$ cat src/rtl/hsl_pkg.sv
// shared types and constants for the hsl to rgb converter
package hsl_pkg;

  // input and result field widths
  localparam int unsigned HUE_W   = 15;
  localparam int unsigned FRAC_W  = 13;
  localparam int unsigned CHAN_W  = 8;

  // internal widths
  localparam int unsigned WGT_W   = 12;  // secondary weight, 0..3840
  localparam int unsigned CHROMA_W = 25; // chroma in q24, 0..2^24
  localparam int unsigned NUM_W   = 37;  // channel numerator over 15 * 2^32

  // fixed-point constants
  localparam logic [FRAC_W-1:0]   ONE_Q12      = 13'd4096;
  localparam logic [WGT_W-1:0]    SECTOR_W12   = 12'd3840;
  localparam logic [CHROMA_W-1:0] ONE_Q24      = 25'd16777216;
  localparam logic [HUE_W-1:0]    SECTOR_Q6    = 15'd3840;
  localparam logic [HUE_W-1:0]    SECTOR2_Q6   = 15'd7680;
  localparam logic [HUE_W-1:0]    SECTOR3_Q6   = 15'd11520;
  localparam logic [HUE_W-1:0]    SECTOR4_Q6   = 15'd15360;
  localparam logic [HUE_W-1:0]    SECTOR5_Q6   = 15'd19200;
  localparam logic [HUE_W-1:0]    FULL_TURN_Q6 = 15'd23040;

  // rounding and the divide by 15 after the shift by 32
  localparam logic [44:0] HALF_DEN   = 45'd32212254720;  // 15 * 2^31
  localparam logic [16:0] RECIP_15   = 17'd69906;        // ceil(2^20 / 15)
  localparam int unsigned RECIP_SH   = 20;
  localparam logic [CHAN_W-1:0] CHAN_MAX = 8'd255;

  // 60-degree hue sector, gray for hue at or above a full turn
  typedef enum logic [2:0] {
    SEC_RED_YEL = 3'd0,
    SEC_YEL_GRN = 3'd1,
    SEC_GRN_CYN = 3'd2,
    SEC_CYN_BLU = 3'd3,
    SEC_BLU_MAG = 3'd4,
    SEC_MAG_RED = 3'd5,
    SEC_GRAY    = 3'd6
  } sector_t;

endpackage

$ cat src/rtl/hsl_chan_scale.sv
// two-stage scale of one channel numerator to 8 bits with round and clamp
module hsl_chan_scale (
  input  logic                       clk,
  input  logic                       en,
  input  logic [hsl_pkg::NUM_W-1:0]  num,
  output logic [hsl_pkg::CHAN_W-1:0] chan
);
  import hsl_pkg::*;

  logic [44:0]         scaled;
  logic [12:0]         tq_r;
  logic [29:0]         prod;
  logic [9:0]          quot;
  logic [CHAN_W-1:0]   chan_r;
  logic [CHAN_W-1:0]   chan_nxt;

  // 255 * n plus half the denominator, keep bits above 2^32
  assign scaled = ({8'b0, num} << 8) - {8'b0, num} + HALF_DEN;

  always_ff @(posedge clk) begin
    if (en) begin
      tq_r <= scaled[44:32];
    end
  end

  // divide by 15 through the reciprocal, exact for this range
  assign prod = 30'(tq_r) * 30'(RECIP_15);
  assign quot = prod[29:RECIP_SH];

  // clamp to the channel range
  always_comb begin
    if (quot > 10'(CHAN_MAX)) begin
      chan_nxt = CHAN_MAX;
    end else begin
      chan_nxt = quot[CHAN_W-1:0];
    end
  end

  always_ff @(posedge clk) begin
    if (en) begin
      chan_r <= chan_nxt;
    end
  end

  assign chan = chan_r;

`ifndef SYNTH
  // rounded quotient never exceeds full scale for in-range numerators
  a_quot_range: assert property (@(posedge clk)
    (num <= 37'd64424509440) |=> ($past(en) == 1'b0 || tq_r <= 13'd3832))
    else $error("scaled channel out of range");
`endif

endmodule

$ cat src/rtl/hsl_to_rgb.sv
// hsl to rgb converter, six-stage pipeline with three channel scalers
// six register stages lie between input transfer and result valid
// throughput: one pixel per cycle while no finished result is held; all stages advance together
// a stalled output holds the whole pipeline and in_stall follows it
// reset: synchronous active-low rst_n clears the stage valid bits only
module hsl_to_rgb (
  input  logic                         clk,
  input  logic                         rst_n,
  input  logic                         in_valid,
  output logic                         in_stall,
  input  logic [hsl_pkg::HUE_W-1:0]    in_hue_q6,
  input  logic [hsl_pkg::FRAC_W-1:0]   in_sat_q12,
  input  logic [hsl_pkg::FRAC_W-1:0]   in_light_q12,
  output logic                         out_valid,
  input  logic                         out_stall,
  output logic [hsl_pkg::CHAN_W-1:0]   out_red,
  output logic [hsl_pkg::CHAN_W-1:0]   out_green,
  output logic [hsl_pkg::CHAN_W-1:0]   out_blue
);
  import hsl_pkg::*;

  logic en;
  logic v1_r, v2_r, v3_r, v4_r, v5_r, v6_r;

  // stage 1 signals
  logic [FRAC_W-1:0]  sat_c, light_c;
  logic [FRAC_W:0]    dbl, dev;
  logic [FRAC_W-1:0]  a_nxt;
  sector_t            sec_nxt;
  logic [HUE_W-1:0]   base, off;
  logic [WGT_W-1:0]   w_nxt;
  sector_t            sec1_r;
  logic [WGT_W-1:0]   w1_r;
  logic [FRAC_W-1:0]  a1_r, sat1_r, light1_r;

  // stage 2 signals
  logic [25:0]          c_prod;
  logic [CHROMA_W-1:0]  c2_r;
  sector_t              sec2_r;
  logic [WGT_W-1:0]     w2_r;
  logic [FRAC_W-1:0]    light2_r;

  // stage 3 signals
  logic [NUM_W-1:0] cn_nxt, xn_nxt, lt, ch, mn_nxt;
  logic [NUM_W-1:0] cn3_r, xn3_r, mn3_r;
  sector_t          sec3_r;

  // stage 4 signals
  logic [NUM_W-1:0] r_comp, g_comp, b_comp;
  logic [NUM_W-1:0] n_red_r, n_green_r, n_blue_r;

  // whole pipeline moves unless a finished result is held
  assign en       = !(v6_r && out_stall);
  assign in_stall = !en;

  // valid bits travel with the data
  always_ff @(posedge clk) begin
    if (!rst_n) begin
      v1_r <= 1'b0;
      v2_r <= 1'b0;
      v3_r <= 1'b0;
      v4_r <= 1'b0;
      v5_r <= 1'b0;
      v6_r <= 1'b0;
    end else if (en) begin
      v1_r <= in_valid;
      v2_r <= v1_r;
      v3_r <= v2_r;
      v4_r <= v3_r;
      v5_r <= v4_r;
      v6_r <= v5_r;
    end
  end

  // stage 1: saturate inputs, 1 - |2l - 1|, hue sector and weight
  always_comb begin
    sat_c   = (in_sat_q12 > ONE_Q12) ? ONE_Q12 : in_sat_q12;
    light_c = (in_light_q12 > ONE_Q12) ? ONE_Q12 : in_light_q12;
    dbl     = {light_c, 1'b0};
    if (dbl >= {1'b0, ONE_Q12}) begin
      dev = dbl - {1'b0, ONE_Q12};
    end else begin
      dev = {1'b0, ONE_Q12} - dbl;
    end
    a_nxt = FRAC_W'({1'b0, ONE_Q12} - dev);

    if (in_hue_q6 < SECTOR_Q6) begin
      sec_nxt = SEC_RED_YEL;
    end else if (in_hue_q6 < SECTOR2_Q6) begin
      sec_nxt = SEC_YEL_GRN;
    end else if (in_hue_q6 < SECTOR3_Q6) begin
      sec_nxt = SEC_GRN_CYN;
    end else if (in_hue_q6 < SECTOR4_Q6) begin
      sec_nxt = SEC_CYN_BLU;
    end else if (in_hue_q6 < SECTOR5_Q6) begin
      sec_nxt = SEC_BLU_MAG;
    end else if (in_hue_q6 < FULL_TURN_Q6) begin
      sec_nxt = SEC_MAG_RED;
    end else begin
      sec_nxt = SEC_GRAY;
    end

    unique case (sec_nxt)
      SEC_RED_YEL: base = '0;
      SEC_YEL_GRN: base = SECTOR_Q6;
      SEC_GRN_CYN: base = SECTOR2_Q6;
      SEC_CYN_BLU: base = SECTOR3_Q6;
      SEC_BLU_MAG: base = SECTOR4_Q6;
      SEC_MAG_RED: base = SECTOR5_Q6;
      default:     base = in_hue_q6;
    endcase
    off = in_hue_q6 - base;

    // rising weight in even sectors, falling in odd ones
    case (sec_nxt) inside
      SEC_YEL_GRN, SEC_CYN_BLU, SEC_MAG_RED: w_nxt = SECTOR_W12 - off[WGT_W-1:0];
      SEC_GRAY:                              w_nxt = '0;
      default:                               w_nxt = off[WGT_W-1:0];
    endcase
  end

  always_ff @(posedge clk) begin
    if (en) begin
      sec1_r   <= sec_nxt;
      w1_r     <= w_nxt;
      a1_r     <= a_nxt;
      sat1_r   <= sat_c;
      light1_r <= light_c;
    end
  end

  // stage 2: chroma in q24
  assign c_prod = 26'(a1_r) * 26'(sat1_r);

  always_ff @(posedge clk) begin
    if (en) begin
      c2_r     <= c_prod[CHROMA_W-1:0];
      sec2_r   <= sec1_r;
      w2_r     <= w1_r;
      light2_r <= light1_r;
    end
  end

  // stage 3: chroma, secondary and offset numerators
  always_comb begin
    cn_nxt = (NUM_W'(c2_r) << 12) - (NUM_W'(c2_r) << 8);
    xn_nxt = NUM_W'(c2_r) * NUM_W'(w2_r);
    lt     = (NUM_W'(light2_r) << 24) - (NUM_W'(light2_r) << 20);
    ch     = (NUM_W'(c2_r) << 11) - (NUM_W'(c2_r) << 7);
    mn_nxt = lt - ch;
  end

  always_ff @(posedge clk) begin
    if (en) begin
      cn3_r  <= cn_nxt;
      xn3_r  <= xn_nxt;
      mn3_r  <= mn_nxt;
      sec3_r <= sec2_r;
    end
  end

  // stage 4: route components by sector and add the offset
  always_comb begin
    r_comp = '0;
    g_comp = '0;
    b_comp = '0;
    unique case (sec3_r)
      SEC_RED_YEL: begin
        r_comp = cn3_r;
        g_comp = xn3_r;
      end
      SEC_YEL_GRN: begin
        r_comp = xn3_r;
        g_comp = cn3_r;
      end
      SEC_GRN_CYN: begin
        g_comp = cn3_r;
        b_comp = xn3_r;
      end
      SEC_CYN_BLU: begin
        g_comp = xn3_r;
        b_comp = cn3_r;
      end
      SEC_BLU_MAG: begin
        r_comp = xn3_r;
        b_comp = cn3_r;
      end
      SEC_MAG_RED: begin
        r_comp = cn3_r;
        b_comp = xn3_r;
      end
      default: begin
        r_comp = '0;
      end
    endcase
  end

  always_ff @(posedge clk) begin
    if (en) begin
      n_red_r   <= r_comp + mn3_r;
      n_green_r <= g_comp + mn3_r;
      n_blue_r  <= b_comp + mn3_r;
    end
  end

  // stages 5 and 6: scale, round and clamp each channel
  hsl_chan_scale u_scale_red (
    .clk  (clk),
    .en   (en),
    .num  (n_red_r),
    .chan (out_red)
  );

  hsl_chan_scale u_scale_green (
    .clk  (clk),
    .en   (en),
    .num  (n_green_r),
    .chan (out_green)
  );

  hsl_chan_scale u_scale_blue (
    .clk  (clk),
    .en   (en),
    .num  (n_blue_r),
    .chan (out_blue)
  );

  assign out_valid = v6_r;

`ifndef SYNTH
  // the input is held off only while a finished result waits
  a_stall_cause: assert property (@(posedge clk) disable iff (!rst_n)
    in_stall |-> (out_valid && out_stall))
    else $error("input stalled without a held result");

  // chroma never exceeds one
  a_chroma_range: assert property (@(posedge clk) disable iff (!rst_n)
    v2_r |-> (c2_r <= ONE_Q24))
    else $error("chroma out of range");

  // secondary weight stays within one sector
  a_weight_range: assert property (@(posedge clk) disable iff (!rst_n)
    v1_r |-> (w1_r <= SECTOR_W12))
    else $error("secondary weight out of range");

  // gray hue gives three equal channel numerators
  a_gray_equal: assert property (@(posedge clk) disable iff (!rst_n)
    (en && v3_r && sec3_r == SEC_GRAY) |=>
      (n_red_r == n_green_r && n_green_r == n_blue_r))
    else $error("gray pixel with unequal channels");
`endif

endmodule

$ cat config.mk
export PLATFORM = sky130hd
export DESIGN_NAME = hsl_to_rgb
export DESIGN_NICKNAME = d
export VERILOG_FILES = /design/src/rtl/hsl_pkg.sv /design/src/rtl/hsl_chan_scale.sv /design/src/rtl/hsl_to_rgb.sv
export SDC_FILE = /design/constraint.sdc
export NUM_CORES = 2
export LEC_CHECK = 0
export ABC_AREA = 0
export ABC_CLOCK_PERIOD_IN_PS = 15790
export BUFFER_PORTS_ARGS = -buffer_cell sky130_fd_sc_hd__buf_2
export CORE_MARGIN = 4
export CORE_UTILIZATION = 53
export CTS_BUF_LIST = sky130_fd_sc_hd__clkbuf_4
export DETAILED_ROUTE_END_ITERATION = 8
export GPL_TIMING_DRIVEN = 0
export PLACE_DENSITY = 0.74
export SLEW_MARGIN = 5
export SYNTH_ARGS = -nofsm -noshare
export SYNTH_HDL_FRONTEND = slang
export SYNTH_SLANG_ARGS = --single-unit
$ cat constraint.sdc
create_clock -name clk -period 15.79 [get_ports clk]
set_input_delay 1.579 -clock clk [delete_from_list [all_inputs] [get_ports clk]]
set_output_delay 1.579 -clock clk [all_outputs]
set_load 0.01 [all_outputs]
# ---- Word level (Yosys, flattened, before mapping)
# Cells that the tools add are included.
dict set report totals {
  register_bits 401
  input_bits 45
  out_inout_bits 26
  wordCells 98
}
dict set report op_classes {
  n_addsub 18
  mul 5
  magnitude_cmp 12
  n_eq_ne 11
  mux 14
  reduce_logical 10
}
# operator count
set op_table {}
lappend op_table {{37-bit one-hot mux with 2 select lines} 3}
lappend op_table {{45-bit by 35-bit adder with 45-bit output, second input constant} 3}
lappend op_table {{45-bit by 37-bit subtractor with 45-bit output} 3}
lappend op_table {{37-bit adder} 3}
lappend op_table {{13-bit by 16-bit multiplier with 29-bit output, second input constant} 3}
lappend op_table {{37-bit by 33-bit subtractor with 37-bit output} 2}
lappend op_table {{12-bit one-hot mux with 6 select lines} 1}
lappend op_table {{25-bit by 12-bit multiplier with 37-bit output} 1}
lappend op_table {{36-bit by 32-bit subtractor with 37-bit output} 1}
lappend op_table {{37-bit subtractor} 1}
lappend op_table {{10-bit by 8-bit greater-than comparator with 1-bit output, second input constant} 3}
lappend op_table {{15-bit by 14-bit less-than comparator with 1-bit output, second input constant} 2}
lappend op_table {{15-bit less-than comparator, second input constant} 2}
lappend op_table {{13-bit greater-than comparator, second input constant} 2}
lappend op_table {{13-bit two-way mux} 2}
lappend op_table {{13-bit subtractor, first input constant} 2}
lappend op_table {{13-bit by 13-bit multiplier with 25-bit output} 1}
lappend op_table {{12-bit two-way mux} 2}
lappend op_table {{3-bit equality test, second input constant} 5}
lappend op_table {{15-bit by 12-bit less-than comparator with 1-bit output, second input constant} 1}
lappend op_table {{15-bit by 13-bit less-than comparator with 1-bit output, second input constant} 1}
lappend op_table {{14-bit by 13-bit >= comparator with 1-bit output, second input constant} 1}
lappend op_table {{13-bit subtractor, second input constant} 1}
lappend op_table {{3-bit by 2-bit equality test with 1-bit output, second input constant} 4}
lappend op_table {{9 further kinds} 20}

# ---- Logic depth before layout (Yosys ltp)
dict set report depth {
  ltp_word 12
  ltp_mapped 24
}

# ---- Cells and area by module
# From an unflattened synthesis, not the netlist that was laid out.
dict set report unflattened {
  cells_unflattened 4874
  area_unflattened_um2 46524.6
}
# module instances cells_each area_per_inst_um2 seq_area_each_um2
set modules_own_cells {}
lappend modules_own_cells {hsl_to_rgb 1 3313 32955.4 9339.0}
lappend modules_own_cells {{hsl_chan_scale (u_scale_green ...)} 2 548 4660.7 630.6}
lappend modules_own_cells {{hsl_chan_scale (u_scale_blue)} 1 465 4247.8 630.6}

# ---- Least setup slack after synthesis
# Ideal clock, no wire load.
dict set report synth_path {
  path_kind {input-to-output}
  from {input out_stall}
  to {output in_stall}
  arrival_ns 11.092
  required_ns 14.211
  slack_ns 3.119
  path_stages 2
  path_buffers 0
  path_cell_list {nand2_1 > inv_1}
}
dict set report synth_between {
  elab_chain_cells 1
}
# element line_no
set synth_rtl {}
lappend synth_rtl {{start: declaration} hsl_to_rgb.sv:15} ;# input logic out_stall,
lappend synth_rtl {{1-bit logical AND} hsl_to_rgb.sv:53} ;# assign en = !(v6_r && out_stall);
lappend synth_rtl {{end: declaration} hsl_to_rgb.sv:10} ;# output logic in_stall,
# No other way between the ends.

# ---- Worst setup path after layout
dict set report layout_path {
  from {register c2_r[12]}
  to {register xn3_r[36] (data pin)}
}
dict set report layout_between {
  elab_chain_cells 1
}
# element line_no
set layout_rtl {}
lappend layout_rtl {{start: declaration} hsl_to_rgb.sv:38} ;# logic [CHROMA_W-1:0] c2_r;
lappend layout_rtl {{start signal: assignment} hsl_to_rgb.sv:137} ;# c2_r <= c_prod[CHROMA_W-1:0];
lappend layout_rtl {{25-bit by 12-bit multiplier with 37-bit output} hsl_to_rgb.sv:147} ;# xn_nxt = NUM_W'(c2_r) * NUM_W'(w2_r);
lappend layout_rtl {{net xn_nxt[36]} hsl_to_rgb.sv:44} ;# logic [NUM_W-1:0] cn_nxt, xn_nxt, lt, ch, mn_nxt;
lappend layout_rtl {{end signal: assignment} hsl_to_rgb.sv:156} ;# xn3_r <= xn_nxt;
lappend layout_rtl {{end: declaration} hsl_to_rgb.sv:45} ;# logic [NUM_W-1:0] cn3_r, xn3_r, mn3_r;
# The timed path passes the listed nets, and every way through them passes these cells.
# A chain may end at the register's enable or synchronous reset.

==> impl_results.html <==
<table>
<tr><th>Metric</th><th>Value</th></tr>
<tr><th colspan="2">Timing</th></tr>
<tr><td>Setup repair after global routing missed its margin</td><td>false</td></tr>
<tr><td>Timing-limited maximum frequency</td><td>0.1440 GHz</td></tr>
<tr><td>Hold Vio Cnt, Final</td><td>0</td></tr>
<tr><td>Count of final setup violators</td><td>0</td></tr>
<tr><td>Normalized max-slew margin</td><td>32.70%</td></tr>
<tr><td>Min Hold Slack</td><td>397.7 ps</td></tr>
<tr><td>Worst Skew</td><td>93.69 ps</td></tr>
<tr><td>Final critical-path share of the clock period</td><td>43.97%</td></tr>
<tr><td>Post-route minimum period</td><td>6942 ps</td></tr>
<tr><td>Final Max Tran Viols</td><td>0</td></tr>
<tr><td>Pin slew with the least headroom to its limit</td><td>1003 ps</td></tr>
<tr><th colspan="2">Route</th></tr>
<tr><td>Average vias per placed instance</td><td>5.558</td></tr>
<tr><td>DRC violation count after routing</td><td>0</td></tr>
<tr><td>Initial DRT Pass Iterations</td><td>5</td></tr>
<tr><td>Drt wl/cell</td><td>17.71 um</td></tr>
<tr><td>Via count</td><td>31809</td></tr>
<tr><td>Number of nets with antenna violations after routing</td><td>0</td></tr>
<tr><td>Total wirelength of the detailed-routed design</td><td>101400 um</td></tr>
<tr><td>Number of DRC markers in iteration 0</td><td>1594</td></tr>
<tr><th colspan="2">Critical path</th></tr>
<tr><td>Crit end category</td><td>register</td></tr>
<tr><td>Critical Path Fanout Max</td><td>10</td></tr>
<tr><td>End of the worst register-to-register path</td><td>xn3_r[36]</td></tr>
<tr><td>Critical path startpoint category</td><td>register</td></tr>
<tr><td>Critical setup path kind</td><td>register to register</td></tr>
<tr><td>Path depth of the worst reg2reg path</td><td>19</td></tr>
<tr><td>Worst R2R Start</td><td>c2_r[12]</td></tr>
<tr><td>Worst R2R Setup Slack</td><td>8850 ps</td></tr>
<tr><td>Worst path required time</td><td>16450 ps</td></tr>
<tr><td>Arrival time at the worst endpoint</td><td>7610 ps</td></tr>
<tr><th colspan="2">Yosys</th></tr>
<tr><td>Nets in the synthesized netlist</td><td>5515</td></tr>
<tr><td>Yosys Warn Count</td><td>0</td></tr>
<tr><td>Count of cell types in the netlist</td><td>88</td></tr>
<tr><td>Register bit count reported by yosys</td><td>376</td></tr>
<tr><td>Cells after synthesis</td><td>4398</td></tr>
<tr><td>Number of flops mapped to enable cells by yosys</td><td>370</td></tr>
<tr><td>Cell Area, Synth</td><td>43540 um^2</td></tr>
<tr><td>Cell taking the most area after synthesis</td><td>sky130_fd_sc_hd__edfxtp_1</td></tr>
<tr><td>Synth top area cells</td><td>sky130_fd_sc_hd__edfxtp_1 (26%), sky130_fd_sc_hd__ha_1 (19%), sky130_fd_sc_hd__fa_1 (18%)</td></tr>
<tr><td>Share of synthesized flip-flops with an asynchronous set or reset</td><td>0%</td></tr>
<tr><td>Commonest register cell after synthesis</td><td>sky130_fd_sc_hd__edfxtp_1</td></tr>
<tr><td>Syn avg cell area</td><td>9.899 um^2</td></tr>
<tr><td>Area share of the leading cell type in the synthesized netlist</td><td>25.52%</td></tr>
<tr><td>Sequential fraction of the synthesis area</td><td>25.80%</td></tr>
<tr><th colspan="2">Layout</th></tr>
<tr><td>Count of fill cells added during filler insertion</td><td>7046</td></tr>
<tr><td>Share of post-route cells with drive strength above 1</td><td>5.815%</td></tr>
<tr><td>Final Util</td><td>57.74%</td></tr>
<tr><td>Leading cell types in the layout, fill and taps excluded</td><td>sky130_fd_sc_hd__inv_1 (687), sky130_fd_sc_hd__ha_1 (670), sky130_fd_sc_hd__nand2_1 (464), sky130_fd_sc_hd__fa_1 (402), sky130_fd_sc_hd__edfxtp_1 (370)</td></tr>
<tr><td>Total Nets Final</td><td>5693</td></tr>
<tr><td>Most common library cell in the layout ignoring fill and taps</td><td>sky130_fd_sc_hd__inv_1</td></tr>
<tr><td>P&amp;R area growth vs syn</td><td>7.349%</td></tr>
<tr><th colspan="2">CTS</th></tr>
<tr><td>Hold-fix buffers, CTS</td><td>0</td></tr>
<tr><td>Buffer count from post-CTS setup fixing</td><td>0</td></tr>
<tr><td>H-Tree Level Count</td><td>3</td></tr>
<tr><td>Clock sink count</td><td>376</td></tr>
<tr><td>Cell at the root of the clock tree</td><td>sky130_fd_sc_hd__clkbuf_4</td></tr>
<tr><td>CTS clk-pin slew, worst paths</td><td>70 ps</td></tr>
<tr><td>Clock latency on the worst-skew pair</td><td>960 ps</td></tr>
<tr><td>Number of CTS-inserted buffers</td><td>105</td></tr>
<tr><td>Count of instances resized after the clock tree is built</td><td>0</td></tr>
<tr><td>Clock tree from TritonCTS</td><td>built</td></tr>
<tr><td>Max Root-Sink Buffers</td><td>3</td></tr>
<tr><th colspan="2">Min path</th></tr>
<tr><td>Worst Hold Class</td><td>register to register</td></tr>
<tr><td>Hold path endpoint</td><td>w2_r[2]</td></tr>
<tr><td>Origin of the worst min-delay path</td><td>w1_r[2]</td></tr>
<tr><td>Worst hold path depth</td><td>0</td></tr>
<tr><th colspan="2">GRT</th></tr>
<tr><td>First-pass GRT wire length</td><td>164700 um</td></tr>
<tr><td>Final global-route overflow total</td><td>0</td></tr>
<tr><td>Overall routing resource usage</td><td>23.69%</td></tr>
<tr><td>Maximum number of pins on one net before global-route repair</td><td>72</td></tr>
<tr><td>Via count of the first global-routing pass</td><td>32830</td></tr>
<tr><td>Initial antenna violation count</td><td>4</td></tr>
<tr><th colspan="2">Floorplanning</th></tr>
<tr><td>I/O pin cnt</td><td>71</td></tr>
<tr><td>Std-Cell Rows</td><td>104</td></tr>
<tr><td>Initial standard-cell utilization of the core</td><td>53.79%</td></tr>
<tr><td>Floorplan Core Area</td><td>80940 um^2</td></tr>
<tr><td>Die Height</td><td>294.6 um</td></tr>
<tr><td>Horizontal die dimension</td><td>294.6 um</td></tr>
<tr><td>Floorplan die area</td><td>86800 um^2</td></tr>
<tr><th colspan="2">Run</th></tr>
<tr><td>Max-Cap Viols</td><td>0</td></tr>
<tr><th colspan="2">Place</th></tr>
<tr><td>Global placer's final weighted congestion</td><td>0.9503</td></tr>
<tr><td>Input/output buffers</td><td>66</td></tr>
<tr><td>Post-detail-place hpwl</td><td>83080 um</td></tr>
<tr><th colspan="2">Run status</th></tr>
<tr><td>Result of the run</td><td>completed</td></tr>
</table>
==> kinds of logic (layout without fill, tap and decap cells) <==
family | Yosys count | after routing | synth area share [%]
AO/OA/AOI/OAI | 787 | 787 | 12.24
AND/OR/NAND/NOR | 1102 | 1102 | 12.11
XOR/XNOR | 251 | 251 | 5.049
multiplexers | 5 | 5 | 0.1150
adder cells (fa/ha/maj) | 1072 | 1072 | 37.74
other | 2 | 5 | 0.01725
buffers and inverters | 803 | 1065 | 6.935
flip-flops | 376 | 376 | 25.80
==> worst max-delay path, stage by stage (launching register included) <==
cell and delay (ps):
sky130_fd_sc_hd__edfxtp_1 580, sky130_fd_sc_hd__clkbuf_1 610, sky130_fd_sc_hd__nand2_1 200, sky130_fd_sc_hd__fa_1 610
sky130_fd_sc_hd__fa_1 480, sky130_fd_sc_hd__fa_1 510, sky130_fd_sc_hd__fa_1 490, sky130_fd_sc_hd__inv_1 50
sky130_fd_sc_hd__fa_1 430, sky130_fd_sc_hd__ha_1 360, sky130_fd_sc_hd__a21o_1 190, sky130_fd_sc_hd__a21o_1 170
sky130_fd_sc_hd__a21oi_1 240, sky130_fd_sc_hd__a2bb2oi_1 420, sky130_fd_sc_hd__a211o_1 190, sky130_fd_sc_hd__o21ai_1 90
sky130_fd_sc_hd__or4_1 410, sky130_fd_sc_hd__a31oi_1 260, sky130_fd_sc_hd__o21ai_1 130, sky130_fd_sc_hd__xnor2_1 310
==> per-stage QoR <==
step                cells  area (um^2)  TNS [ps]  setup WS, ps
global route         5722        46730         0          8587
finish               5723        46740         0          8848
CTS                  5720        46730         0          8853
detailed placement   5529        45340         0          8922
floorplan            4398        43540         0          3119
global placement     5524        45190    -827.3        -827.3
==> area by class of cell <==
| class | count | area [um^2] | share of cell area, % |
|---|---|---|---|
| clock buffer | 146 | 1096 | 2.345 |
| buffer | 115 | 436.7 | 0.9343 |
| multi-input combinational | 3219 | 29290 | 62.68 |
| inverter | 688 | 2582 | 5.526 |
| sequential | 376 | 11230 | 24.03 |
| tap | 1060 | 1326 | 2.838 |
| clock inverter | 45 | 294.0 | 0.6291 |
| timing repair buffer | 71 | 467.9 | 1.001 |
| antenna | 3 | 7.507 | 0.01606 |
==> worst max-delay path by stage <==
stage                         start        end
final                      c2_r[12]  xn3_r[36]
after CTS                  c2_r[12]  xn3_r[36]
after global placement    out_stall   in_stall
after global routing       c2_r[12]  xn3_r[36]
after floorplan           out_stall   in_stall
after detailed placement   c2_r[12]  xn3_r[36]
==> registers in the layout, summed over array words and instances, names as in the netlist, 13 cells and up <==
signal	cells
cn3_r	27
u_scale_red.tq_r	13
u_scale_green.tq_r	13
n_red_r	36
mn3_r	29
u_scale_blue.tq_r	13
xn3_r	36
light2_r	13
sat1_r	13
light1_r	13
c2_r	24
n_blue_r	36
n_green_r	36
==> synthesized netlist by cell type (all sizes together), types with 48 or more instances <==
cell	number
a22o	80
a21o	96
ha	670
o21ai	146
nor2	159
nor2b	53
a21oi	197
nand2	465
and2	194
nor3	60
nand3	48
fa	402
xor2	76
inv	688
clkbuf	108
xnor2	175
edfxtp	370
==> layer usage <==
| layer | vias to the layer above | track usage (%) | share of wire [%] |
|---|---|---|---|
| li1 | 15359 | - | - |
| met1 | 15215 | 28.63 | 40 |
| met2 | 950 | 41.47 | 48 |
| met3 | 285 | 3.843 | 5.9 |
| met4 | 0 | 11.27 | 5.2 |
| met5 | - | 0 | 0 |
Power is not shown: default switching activity piles up to over one toggle a cycle in this logic, so the estimate is an artifact.
